[config.mk]
export PLATFORM = sky130hd
export DESIGN_NAME = envelope_stage_sequencer_top
export DESIGN_NICKNAME = d
export VERILOG_FILES = /design/src/rtl/ess_pkg.sv /design/src/rtl/ess_core.sv /design/src/rtl/envelope_stage_sequencer_top.sv
export VERILOG_INCLUDE_DIRS = /design/src /design/src/rtl
export SDC_FILE = /design/constraint.sdc
export NUM_CORES = 1
export LEC_CHECK = 0
export ABC_CLOCK_PERIOD_IN_PS = 18500
export CORE_ASPECT_RATIO = 0.8
export CORE_MARGIN = 1.5
export CORE_UTILIZATION = 65
export CTS_CLUSTER_SIZE = 25
export DETAILED_ROUTE_END_ITERATION = 16
export DONT_BUFFER_PORTS = 1
export PLACE_DENSITY = 0.81
export SKIP_LAST_GASP = 1
export SYNTH_ARGS = -nofsm -noshare
export SYNTH_HDL_FRONTEND = slang
export SYNTH_SLANG_ARGS = --single-unit
[constraint.sdc]
create_clock -name clk -period 18.5 [get_ports clk]
set_input_delay 0.925 -clock clk [delete_from_list [all_inputs] [get_ports clk]]
set_output_delay 0.925 -clock clk [all_outputs]
set_load 0.02 [all_outputs]
[src/rtl/envelope_stage_sequencer_top_macros.svh]
// ---------------------------------------------------------------------------
// Envelope stage sequencer assertion macros
// Shared forms for the concurrent checks of the sequencer modules.
// ---------------------------------------------------------------------------
`ifndef ENVELOPE_STAGE_SEQUENCER_TOP_MACROS_SVH
`define ENVELOPE_STAGE_SEQUENCER_TOP_MACROS_SVH

// Check a property on every clock edge outside reset
`define ESS_ASSERT(label, prop, msg) \
  label: assert property (@(posedge clk) disable iff (rst) (prop)) else $error(msg);

// Check that a condition implies another in the same cycle
`define ESS_ASSERT_IMPL(label, ante, cons, msg) \
  label: assert property (@(posedge clk) disable iff (rst) (ante) |-> (cons)) else $error(msg);

`endif

[src/rtl/ess_pkg.sv]
// ---------------------------------------------------------------------------
// Envelope stage sequencer package
// Result source codes shared by the stage logic and the top level.
// ---------------------------------------------------------------------------
package ess_pkg;

  // Where the downstream stage takes its output from
  typedef enum logic [1:0] {
    SRC_CURVE = 2'd0,
    SRC_LEVEL = 2'd1,
    SRC_INPUT = 2'd2
  } source_t;

endpackage

[src/rtl/ess_core.sv]
// ---------------------------------------------------------------------------
// Envelope stage sequencer core
// Mode selection, stage phase and end-of-cycle timer; one sample a cycle while step_en is high.
// Results are combinational from the registered item and the stage state.
// ---------------------------------------------------------------------------
`include "envelope_stage_sequencer_top_macros.svh"

module ess_core #(
  parameter int PHASE_FRAC_BITS = 24,
  parameter int SAMPLE_BITS     = 16
) (
  input  logic                                 clk,
  input  logic                                 rst,
  input  logic                                 step_en,
  input  logic [PHASE_FRAC_BITS:0]             eoc_step,
  input  logic                                 defer_gate,
  input  logic                                 trigger_gate,
  input  logic signed [SAMPLE_BITS-1:0]        envelope_in,
  input  logic signed [SAMPLE_BITS-1:0]        target_level,
  input  logic [PHASE_FRAC_BITS:0]             phase_step,
  output ess_pkg::source_t                     out_source,
  output logic signed [SAMPLE_BITS-1:0]        out_value,
  output logic [PHASE_FRAC_BITS:0]             curve_phase,
  output logic signed [SAMPLE_BITS-1:0]        curve_start,
  output logic                                 active,
  output logic                                 eoc
);

  localparam int PW = PHASE_FRAC_BITS + 1;
  localparam logic [PW-1:0] PHASE_ONE = {1'b1, {PHASE_FRAC_BITS{1'b0}}};
  localparam logic [PW:0]   PHASE_ONE_W = {1'b0, PHASE_ONE};

  typedef enum logic [1:0] {
    MODE_DEFERRING   = 2'd0,
    MODE_TRACK_INPUT = 2'd1,
    MODE_GENERATING  = 2'd2,
    MODE_TRACK_LEVEL = 2'd3
  } mode_t;

  mode_t                        mode, mode_next, mode_sel;
  logic                         trigger_was_high, trigger_was_high_next;
  logic signed [SAMPLE_BITS-1:0] start_voltage, start_voltage_next;
  logic [PW-1:0]                stage_phase, stage_phase_next;
  logic                         eoc_flag, eoc_flag_next;
  logic [PW-1:0]                eoc_phase, eoc_phase_next;

  logic [PW-1:0] phase_base;
  logic [PW:0]   phase_sum;
  logic [PW-1:0] phase_sat;
  logic          eoc_start;
  logic [PW-1:0] eoc_base;
  logic          eoc_flag_base;
  logic [PW:0]   eoc_sum;

  // Pick the mode from the gates and the current mode
  always_comb begin
    mode_sel              = mode;
    trigger_was_high_next = trigger_was_high;
    start_voltage_next    = start_voltage;
    phase_base            = stage_phase;
    if (defer_gate) begin
      mode_sel = MODE_DEFERRING;
    end else if (mode == MODE_DEFERRING) begin
      trigger_was_high_next = 1'b0;
      mode_sel              = MODE_TRACK_INPUT;
    end else begin
      trigger_was_high_next = trigger_gate;
      if (trigger_gate && !trigger_was_high) begin
        start_voltage_next = envelope_in;
        phase_base         = '0;
        mode_sel           = MODE_GENERATING;
      end
    end
  end

  // Advance the stage phase, saturating at one
  assign phase_sum = {1'b0, phase_base} + {1'b0, phase_step};
  assign phase_sat = (phase_sum >= PHASE_ONE_W) ? PHASE_ONE : phase_sum[PW-1:0];

  // Build the result and detect completion
  always_comb begin
    mode_next        = mode_sel;
    stage_phase_next = stage_phase;
    eoc_start        = 1'b0;
    out_source       = ess_pkg::SRC_INPUT;
    out_value        = envelope_in;
    curve_phase      = '0;
    curve_start      = '0;
    case (mode_sel)
      MODE_GENERATING: begin
        stage_phase_next = phase_sat;
        out_source       = ess_pkg::SRC_CURVE;
        out_value        = '0;
        curve_phase      = phase_sat;
        curve_start      = start_voltage_next;
        if (phase_sat == PHASE_ONE) begin
          mode_next = MODE_TRACK_LEVEL;
          eoc_start = 1'b1;
        end
      end
      MODE_TRACK_LEVEL: begin
        out_source = ess_pkg::SRC_LEVEL;
        out_value  = target_level;
      end
      default: begin
        out_source = ess_pkg::SRC_INPUT;
        out_value  = envelope_in;
      end
    endcase
  end

  // Run the end-of-cycle timer; drop the flag when it expires
  assign eoc_base      = eoc_start ? '0 : eoc_phase;
  assign eoc_flag_base = eoc_start | eoc_flag;
  assign eoc_sum       = {1'b0, eoc_base} + {1'b0, eoc_step};

  always_comb begin
    eoc_phase_next = eoc_base;
    eoc_flag_next  = eoc_flag_base;
    if (eoc_base < PHASE_ONE) begin
      if (eoc_sum >= PHASE_ONE_W) begin
        eoc_phase_next = PHASE_ONE;
        eoc_flag_next  = 1'b0;
      end else begin
        eoc_phase_next = eoc_sum[PW-1:0];
      end
    end
  end

  assign active = (mode_next == MODE_DEFERRING) || (mode_next == MODE_GENERATING);
  assign eoc    = eoc_flag_next;

  // Hold state between samples, advance on each transaction
  always_ff @(posedge clk) begin
    if (rst) begin
      mode             <= MODE_TRACK_INPUT;
      trigger_was_high <= 1'b0;
      start_voltage    <= '0;
      stage_phase      <= '0;
      eoc_flag         <= 1'b0;
      eoc_phase        <= PHASE_ONE;
    end else if (step_en) begin
      mode             <= mode_next;
      trigger_was_high <= trigger_was_high_next;
      start_voltage    <= start_voltage_next;
      stage_phase      <= stage_phase_next;
      eoc_flag         <= eoc_flag_next;
      eoc_phase        <= eoc_phase_next;
    end
  end

  `ESS_ASSERT(a_stage_phase_bound, stage_phase <= PHASE_ONE, "stage phase above one")
  `ESS_ASSERT(a_eoc_phase_bound, eoc_phase <= PHASE_ONE, "eoc timer above one")
  `ESS_ASSERT_IMPL(a_eoc_flag_timer, eoc_flag, eoc_phase < PHASE_ONE, "eoc flag with timer expired")

endmodule

[src/rtl/envelope_stage_sequencer_top.sv]
// ---------------------------------------------------------------------------
// Envelope stage sequencer
// One envelope stage per audio sample: defer, trigger, phase and EOC pulse.
//
//   channel  | handshake              | payload
//   ---------+------------------------+------------------------------------
//   cfg      | cfg_wr_en              | cfg_wr_data (eoc_step)
//   in       | in_valid / in_ready    | defer_gate .. phase_step
//   out      | out_valid / out_ready  | out_source .. eoc
//
// One sample per cycle sustained while out_ready stays high; each sample passes
// the input register, then the stage logic into the result register.
// The stage state carries from one sample to the next inside the core, so
// back-to-back samples see each other's updates with no bubble.
// Reset (synchronous) empties both registers and sets eoc_step to 381.
// A stalled output holds both stages; in_ready drops only when both are full.
// ---------------------------------------------------------------------------
`include "envelope_stage_sequencer_top_macros.svh"

module envelope_stage_sequencer_top #(
  parameter int PHASE_FRAC_BITS = 24,
  parameter int SAMPLE_BITS     = 16
) (
  input  logic                          clk,
  input  logic                          rst,
  input  logic                          cfg_wr_en,
  input  logic [PHASE_FRAC_BITS:0]      cfg_wr_data,
  input  logic                          in_valid,
  output logic                          in_ready,
  input  logic                          defer_gate,
  input  logic                          trigger_gate,
  input  logic signed [SAMPLE_BITS-1:0] envelope_in,
  input  logic signed [SAMPLE_BITS-1:0] target_level,
  input  logic [PHASE_FRAC_BITS:0]      phase_step,
  output logic                          out_valid,
  input  logic                          out_ready,
  output ess_pkg::source_t              out_source,
  output logic signed [SAMPLE_BITS-1:0] out_value,
  output logic [PHASE_FRAC_BITS:0]      curve_phase,
  output logic signed [SAMPLE_BITS-1:0] curve_start,
  output logic                          active,
  output logic                          eoc
);

  localparam int PW = PHASE_FRAC_BITS + 1;
  localparam logic [PW-1:0] EOC_STEP_RESET = PW'(381);
  localparam logic [PW-1:0] PHASE_ONE = {1'b1, {PHASE_FRAC_BITS{1'b0}}};

  logic [PW-1:0] eoc_step;

  logic                          item_valid;
  logic                          item_defer;
  logic                          item_trigger;
  logic signed [SAMPLE_BITS-1:0] item_envelope;
  logic signed [SAMPLE_BITS-1:0] item_level;
  logic [PW-1:0]                 item_step;

  logic out_free;
  logic item_adv;
  logic in_fire;

  ess_pkg::source_t              res_source;
  logic signed [SAMPLE_BITS-1:0] res_value;
  logic [PW-1:0]                 res_phase;
  logic signed [SAMPLE_BITS-1:0] res_start;
  logic                          res_active;
  logic                          res_eoc;

  // Advance when the next stage has room
  assign out_free = !out_valid || out_ready;
  assign item_adv = item_valid && out_free;
  assign in_ready = !item_valid || out_free;
  assign in_fire  = in_valid && in_ready;

  // Write the end-of-cycle step register
  always_ff @(posedge clk) begin
    if (rst) begin
      eoc_step <= EOC_STEP_RESET;
    end else if (cfg_wr_en) begin
      eoc_step <= cfg_wr_data;
    end
  end

  // Capture an accepted transaction
  always_ff @(posedge clk) begin
    if (rst) begin
      item_valid <= 1'b0;
    end else if (in_ready) begin
      item_valid <= in_valid;
    end
  end

  always_ff @(posedge clk) begin
    if (in_fire) begin
      item_defer    <= defer_gate;
      item_trigger  <= trigger_gate;
      item_envelope <= envelope_in;
      item_level    <= target_level;
      item_step     <= phase_step;
    end
  end

  ess_core #(
    .PHASE_FRAC_BITS (PHASE_FRAC_BITS),
    .SAMPLE_BITS     (SAMPLE_BITS)
  ) u_core (
    .clk          (clk),
    .rst          (rst),
    .step_en      (item_adv),
    .eoc_step     (eoc_step),
    .defer_gate   (item_defer),
    .trigger_gate (item_trigger),
    .envelope_in  (item_envelope),
    .target_level (item_level),
    .phase_step   (item_step),
    .out_source   (res_source),
    .out_value    (res_value),
    .curve_phase  (res_phase),
    .curve_start  (res_start),
    .active       (res_active),
    .eoc          (res_eoc)
  );

  // Hold the result until the consumer takes it
  always_ff @(posedge clk) begin
    if (rst) begin
      out_valid <= 1'b0;
    end else if (out_free) begin
      out_valid <= item_valid;
    end
  end

  always_ff @(posedge clk) begin
    if (item_adv) begin
      out_source  <= res_source;
      out_value   <= res_value;
      curve_phase <= res_phase;
      curve_start <= res_start;
      active      <= res_active;
      eoc         <= res_eoc;
    end
  end

  `ESS_ASSERT_IMPL(a_level_inactive, out_valid && (out_source == ess_pkg::SRC_LEVEL), !active, "level tracking reported active")
  `ESS_ASSERT_IMPL(a_curve_fields_clear, out_valid && (out_source != ess_pkg::SRC_CURVE), (curve_phase == '0) && (curve_start == '0), "curve fields set outside generation")
  `ESS_ASSERT_IMPL(a_partial_curve_active, out_valid && (out_source == ess_pkg::SRC_CURVE) && (curve_phase != PHASE_ONE), active, "unfinished curve not active")

endmodule
# After elaboration in Yosys (flattened, before gate mapping)
# Cells that the tools add are included.
[totals]
register_bits = 217
latch_bits = 0
mem_bits_rw = 0
romBits = 0
inputBits = 89
output_inout_bits = 63
memories = 0
[classes]
add_sub_neg = 2
n_mul = 0
div_mod_pow = 0
n_lt_le_gt_ge = 3
n_eq_ne = 4
shifts = 0
mux = 22
n_bitwise = 2
n_reduce_logical = 13
[ops]
columns = ["cell", "count"]
rows = [
  ["2-to-1 mux 25 bit", 7],
  ["adder 25 x 25 -> 26 bit", 2],
  ["greater-or-equal comparator 26 x 25 -> 1 bit, second input constant", 2],
  ["2-to-1 mux 16 bit", 3],
  ["one-hot mux 16 bit (2 select lines)", 1],
  ["== test 25 bit, second input constant", 1],
  ["< comparator 25 bit, second input constant", 1],
  ["2-to-1 mux 2 bit", 5],
  ["== test 2 bit, second input constant", 3],
  ["2-to-1 mux 1 bit", 5],
  ["zero test 2 bit", 2],
  ["one-hot mux 2 bit (2 select lines)", 1],
  ["AND reduction 2 bit", 2],
  ["logical AND 1 bit", 3],
  ["zero test 1 bit", 3],
  ["logical OR 1 bit", 3],
  ["NOT 1 bit", 1],
  ["bitwise OR 1 bit", 1],
]

# Depth between registers and ports, before layout
[logic_depth]
ltp_word = 16
ltp_mapped = 27
mapped_depth_nobuf = 24

# Hierarchy
# From an unflattened synthesis, not the netlist that was laid out.
[hier_totals]
hier_cells = 952
hier_area_um2 = 10393.7
[by_module_without_submodules]
columns = ["mod", "instances", "cells_per_inst", "area_each_um2", "seq_area_each_um2"]
rows = [
  ["ess_core", 1, 741, 5785.5, 1401.3],
  ["envelope_stage_sequencer_top", 1, 211, 4608.2, 4144.0],
]

# Least setup slack after synthesis
# Ideal clock, no wire load.
[synth_timing]
path_kind = "register to register"
startpoint = "register item_defer"
endpoint = "register u_core.eoc_phase[18]"
arrival_time_ps = 5946
required_ps = 18383
path_slack_ps = 12437
path_stages_with_launch = 27
path_buffers = 5
period_less_slack_ps = 6063
path_cell_list = "edfxtp_1 clkbuf_1 or3_1 clkbuf_1 clkbuf_1 and2_1 ha_1 fa_1 a211oi_2 nor3_2 o41ai_2 a221oi_2 mux2i_2 o21ai_4 clkbuf_1 and2_1 ha_1 a21oi_1 o211ai_1 a211o_1 o211ai_1 a41oi_1 o31ai_1 mux2i_1 nor4_4 buf_6 a22o_1"
[synth_between]
elab_chain_len = 12
word_cells_on_any_way = 15
cone_classes = "add/sub (2); order compare (3); eq/ne (2); mux (8)"
[synth_lines]
columns = ["item", "line_no", "rtl"]
rows = [
  ["start, declared", "envelope_stage_sequencer_top.sv:52", "logic item_defer;"],
  ["start signal, assigned", "envelope_stage_sequencer_top.sv:95", "item_defer <= defer_gate;"],
  ["2-to-1 mux 25 bit", "ess_core.sv:61", "if (defer_gate) begin"],
  ["adder 25 x 25 -> 26 bit", "ess_core.sv:77", "assign phase_sum = {1'b0, phase_base} + {1'b0, phase_step};"],
  ["greater-or-equal comparator 26 x 25 -> 1 bit", "ess_core.sv:78", "assign phase_sat = (phase_sum >= PHASE_ONE_W) ? PHASE_ONE : phase_sum[PW-1:0];"],
  ["2-to-1 mux 25 bit", "ess_core.sv:78", ""],
  ["== test 25 bit", "ess_core.sv:96", "if (phase_sat == PHASE_ONE) begin"],
  ["2-to-1 mux 1 bit", "ess_core.sv:96", ""],
  ["2-to-1 mux 1 bit *", "ess_core.sv:89", "case (mode_sel)"],
  ["2-to-1 mux 25 bit *", "ess_core.sv:113", "assign eoc_base = eoc_start ? '0 : eoc_phase;"],
  ["adder 25 x 25 -> 26 bit", "ess_core.sv:115", "assign eoc_sum = {1'b0, eoc_base} + {1'b0, eoc_step};"],
  ["greater-or-equal comparator 26 x 25 -> 1 bit", "ess_core.sv:121", "if (eoc_sum >= PHASE_ONE_W) begin"],
  ["2-to-1 mux 25 bit", "ess_core.sv:121", ""],
  ["2-to-1 mux 25 bit *", "ess_core.sv:120", "if (eoc_base < PHASE_ONE) begin"],
  ["end signal, assigned", "ess_core.sv:148", "eoc_phase <= eoc_phase_next;"],
  ["end, declared", "ess_core.sv:45", "logic [PW-1:0] eoc_phase, eoc_phase_next;"],
]
# Mark *: on every way between the ends. The rest lies on a longest branch, timed or not.
# A chain may end at the register's enable or synchronous reset.

# Worst setup path after layout
[layout_timing]
startpoint = "register u_core.mode[1]"
endpoint = "register u_core.eoc_phase[4]"
[layout_between]
elab_chain_len = 14
word_cells_on_any_way = 19
cone_classes = "add/sub (2); order compare (3); eq/ne (2); mux (11); reduce/logical (1)"
[layout_lines]
columns = ["item", "line_no", "rtl"]
rows = [
  ["start, declared", "ess_core.sv:40", "mode_t mode, mode_next, mode_sel;"],
  ["start signal, assigned", "ess_core.sv:143", "mode <= mode_next;"],
  ["zero test 2 bit", "ess_core.sv:63", "end else if (mode == MODE_DEFERRING) begin"],
  ["2-to-1 mux 25 bit", "ess_core.sv:63", ""],
  ["2-to-1 mux 25 bit", "ess_core.sv:61", ""],
  ["adder 25 x 25 -> 26 bit", "ess_core.sv:77", ""],
  ["greater-or-equal comparator 26 x 25 -> 1 bit", "ess_core.sv:78", ""],
  ["2-to-1 mux 25 bit", "ess_core.sv:78", ""],
  ["== test 25 bit", "ess_core.sv:96", ""],
  ["2-to-1 mux 1 bit", "ess_core.sv:96", ""],
  ["2-to-1 mux 1 bit *", "ess_core.sv:89", ""],
  ["2-to-1 mux 25 bit *", "ess_core.sv:113", ""],
  ["adder 25 x 25 -> 26 bit", "ess_core.sv:115", ""],
  ["greater-or-equal comparator 26 x 25 -> 1 bit", "ess_core.sv:121", ""],
  ["2-to-1 mux 25 bit", "ess_core.sv:121", ""],
  ["2-to-1 mux 25 bit *", "ess_core.sv:120", ""],
]
# Marks and branches as above.

==> results_dict.tcl <==
set metrics [dict create \
    timing.reg2reg.setup_slack_ps 10790 \
    yosys.cell_types.count 65 \
    port_buffers 0 \
    timing.hold.worst_path_depth 2 \
    post-synth-top-area-cell "edfxtp_1" \
    area_growth_pct 8.31 \
    antenna_violating_nets_post_route 0 \
    detail_route.first_pass.iterations 5 \
    data_arrival_critical_path_ps 8130 \
    mappedNetlistNets 1099 \
    detail_route.drc_violations 0 \
    dpl-instance-area_um2 10400 \
    maxSlewViolCount 0 \
    seq_area_um2 5550 \
    initial_core_util_pct 67.5 \
    synth.yosys.seq_area_share_pct 54.0 \
    grt_first_pass_wirelength_mm 34.4 \
    ios 152 \
    grt_util_all_layers_pct 26.5 \
    slew_headroom_pct 17.8 \
    vias_per_cell 6.06 \
    route.vias.total 7129 \
    floorplan.die.width_um 144 \
    post_cts_buffers 0 \
    clockBufferDepth 3 \
    setup_violations 0 \
    fin_area_um2 11100 \
    required_ps 18920 \
    synth-seq-cells 217 \
    drt_iter0_markers 603 \
    post_route_cells_drive_above_1_share_pct 6.22 \
    drt_wl_total_mm 22.1 \
    fin_util_pct 73.1 \
    synth-edff-count 120 \
    chipHeight_um 115 \
    initial_antenna_violation_count 1 \
    worst-slew-pin-transition_ps 1230 \
    timing.critical_path.fanout_max 31 \
    avgRoutedWirePerCell_um 18.8 \
    fp.dieArea_um2 16600 \
    tns_ps 0 \
    place_congestion 0.938 \
    critPathCaptureType "flop" \
    final_hold_viol_count 0 \
    clkTransAtPathRegs_ps 60 \
    num-nets-final 1092 \
    synthTopCellsByArea "edfxtp_1, dfxtp_1, ha_1" \
    drv.max_cap_violation_count 0 \
    grt_remaining_overflow 0 \
    clock_latency_ps 500 \
    vdd_drop_max_mv 0.0740 \
    min_delay_worst_endpoint "u_core.stage_phase[20]" \
    cts.repair.resized 0 \
    rr_endpoint "u_core.eoc_phase[4]" \
    class_of_the_worst_hold_path "reg -> reg" \
    timing.setup.critical_path_class "reg -> reg" \
    num_rows 40 \
    finalCritPeriodShare_pct 41.7 \
    rr_startpoint "u_core.mode[1]" \
    hold_start "u_core.stage_phase[20]" \
    synth_top_area_share_pct 35.1 \
    outcome "completed" \
    startpoint_type "flop" \
    cts_hold_repair.buffers 0 \
    synth.cell_area_um2 10300 \
    synth-main-ff-cell "edfxtp_1" \
    clk_root_buffer_cell "clkbuf_16" \
    finalCriticalPeriod_ps 7710 \
    ys_warn_count 0 \
    r2r.worst_path.cells 26 \
    h_tree_levels 1 \
    multiInputGateArea_um2 4500 \
    grt_start_max_net_pins 68 \
    floorplan.core_area_um2 15200 \
    postSynthCellCount 957 \
    grt_setup_unrepaired "no" \
    dp.final_hpwl_mm 15.0 \
    synth-async-reset-ratio_pct 0 \
    worst_clock_skew_ps 21.4 \
    fmax_mhz 130 \
    p_leak_nw 4.30 \
    power_density_nw_per_um2 92.6 \
    postSynthAreaPerCell_um2 10.7 \
    total_of_fill_cells_in_the_finished_design 1088 \
    vias_in_the_first_global_route 6567 \
    cts_inserted_buffers 21 \
    cts_tree "built" \
    cts.sinks 217 \
]
-- synthesized netlist by cell type, drive strengths merged, types with 7 or more instances --
| master | n |
|---|---|
| nand3 | 17 |
| xnor2 | 24 |
| o21ai | 33 |
| and2 | 52 |
| a22o | 38 |
| nor2 | 89 |
| nor3 | 12 |
| dfxtp | 97 |
| a22oi | 12 |
| o211ai | 8 |
| and3 | 11 |
| o21a | 8 |
| nand2 | 105 |
| xor2 | 15 |
| nor2b | 13 |
| inv | 18 |
| a21o | 9 |
| edfxtp | 120 |
| mux2i | 29 |
| clkbuf | 33 |
| nand2b | 9 |
| a211oi | 7 |
| ha | 51 |
| a21oi | 84 |
-- routing by layer --
metal  vias up  GRT usage [%]  routed length [µm]
met1      3343           38.3                9960
li1       3457              -                   -
met2       300           41.5                9850
met5         -              0                   0
met3        29           5.21                1870
met4         0           6.33                 405
-- how the worst max path moves through the flow --
stage	to	startpoint	depth (start not counted)	slack, ps
floorplan	u_core.eoc_phase[18]	item_defer	26	12440
global placement	u_core.eoc_phase[4]	item_defer	25	11170
detailed placement	u_core.eoc_phase[4]	item_defer	25	10920
CTS	u_core.eoc_phase[4]	u_core.mode[1]	26	10880
global route	u_core.eoc_phase[4]	item_defer	25	10120
finish	u_core.eoc_phase[4]	u_core.mode[1]	26	10790
-- power by group --
part	internal, mW	total, mW	switching, mW
clock network	0.245	0.419	0.174
registers	0.529	0.546	0.0164
logic	0.0233	0.0654	0.0420
total	0.798	1.03	0.232
-- cells in the final DEF (no fill, tap or decap), types with 24 or more instances in the layout --
cell,Yosys,layout
and2_1,52,51
o21ai_0,29,29
dfxtp_1,97,97
a21oi_1,83,83
a22o_1,38,38
nor2_1,89,89
nand2_1,104,104
ha_1,51,51
edfxtp_1,120,120
xnor2_1,24,24
mux2i_1,28,28
-- logic make-up after synthesis --
group | Yosys count | share of synthesized area, %
and+or+nand+nor | 324 | 15.1
AOI/OAI and AO/OA | 239 | 15.9
DFF | 217 | 54.0
buffers and inverters | 56 | 2.23
adders and majority gates | 53 | 6.61
xor gates and xnor gates | 39 | 3.33
muxes | 29 | 2.86
-- area by class of cell --
type,count,share of cell area (%)
Sequential cell,217,49.9
Multi-Input combinational cell,684,40.5
Clock buffer,33,5.58
Tap cell,210,2.36
Inverter,18,0.608
Timing Repair Buffer,8,0.540
Clock inverter,5,0.518
Antenna cell,1,0.0225
-- state kept, by name, indices dropped and copies added, names as in the netlist, 2 cells and up --
signal                count
u_core.eoc_phase         25
u_core.stage_phase       25
curve_start              16
item_envelope            16
eoc_step                 25
curve_phase              25
item_level               16
out_value                16
u_core.mode               2
u_core.start_voltage     16
item_step                25
out_source                2
-- metrics by stage --
step | worst slack [ps] | cells | total power, mW | hold slack, ps
global route | 10120 | 1176 | 1.06 | 468
global placement | 11170 | 1137 | 0.618 | 429
CTS | 10880 | 1175 | 1.03 | 446
finish | 10790 | 1176 | 1.03 | 446
floorplan | 12440 | 957 | 0.606 | 417
detailed placement | 10920 | 1137 | 0.620 | 438
-- worst max-delay path: stages (launching register included) --
cell and delay [ps]:
dfxtp_1 400, o21ai_0 180, or3_1 540, buf_4 330, and2_1 200, ha_1 210
fa_1 460, a211oi_2 260, nor3_2 90, o41ai_2 440, a221oi_2 200, mux2i_2 230
o21ai_4 580, and2_1 220, ha_1 190, inv_1 60, fa_1 390, nor2b_1 180
o31ai_2 110, a211oi_1 360, o211ai_1 220, a41oi_1 300, o31ai_1 120, mux2i_1 190
nor4_4 590, buf_4 340, a32o_1 190
No activity file was read; power rests on OpenSTA's default activity.
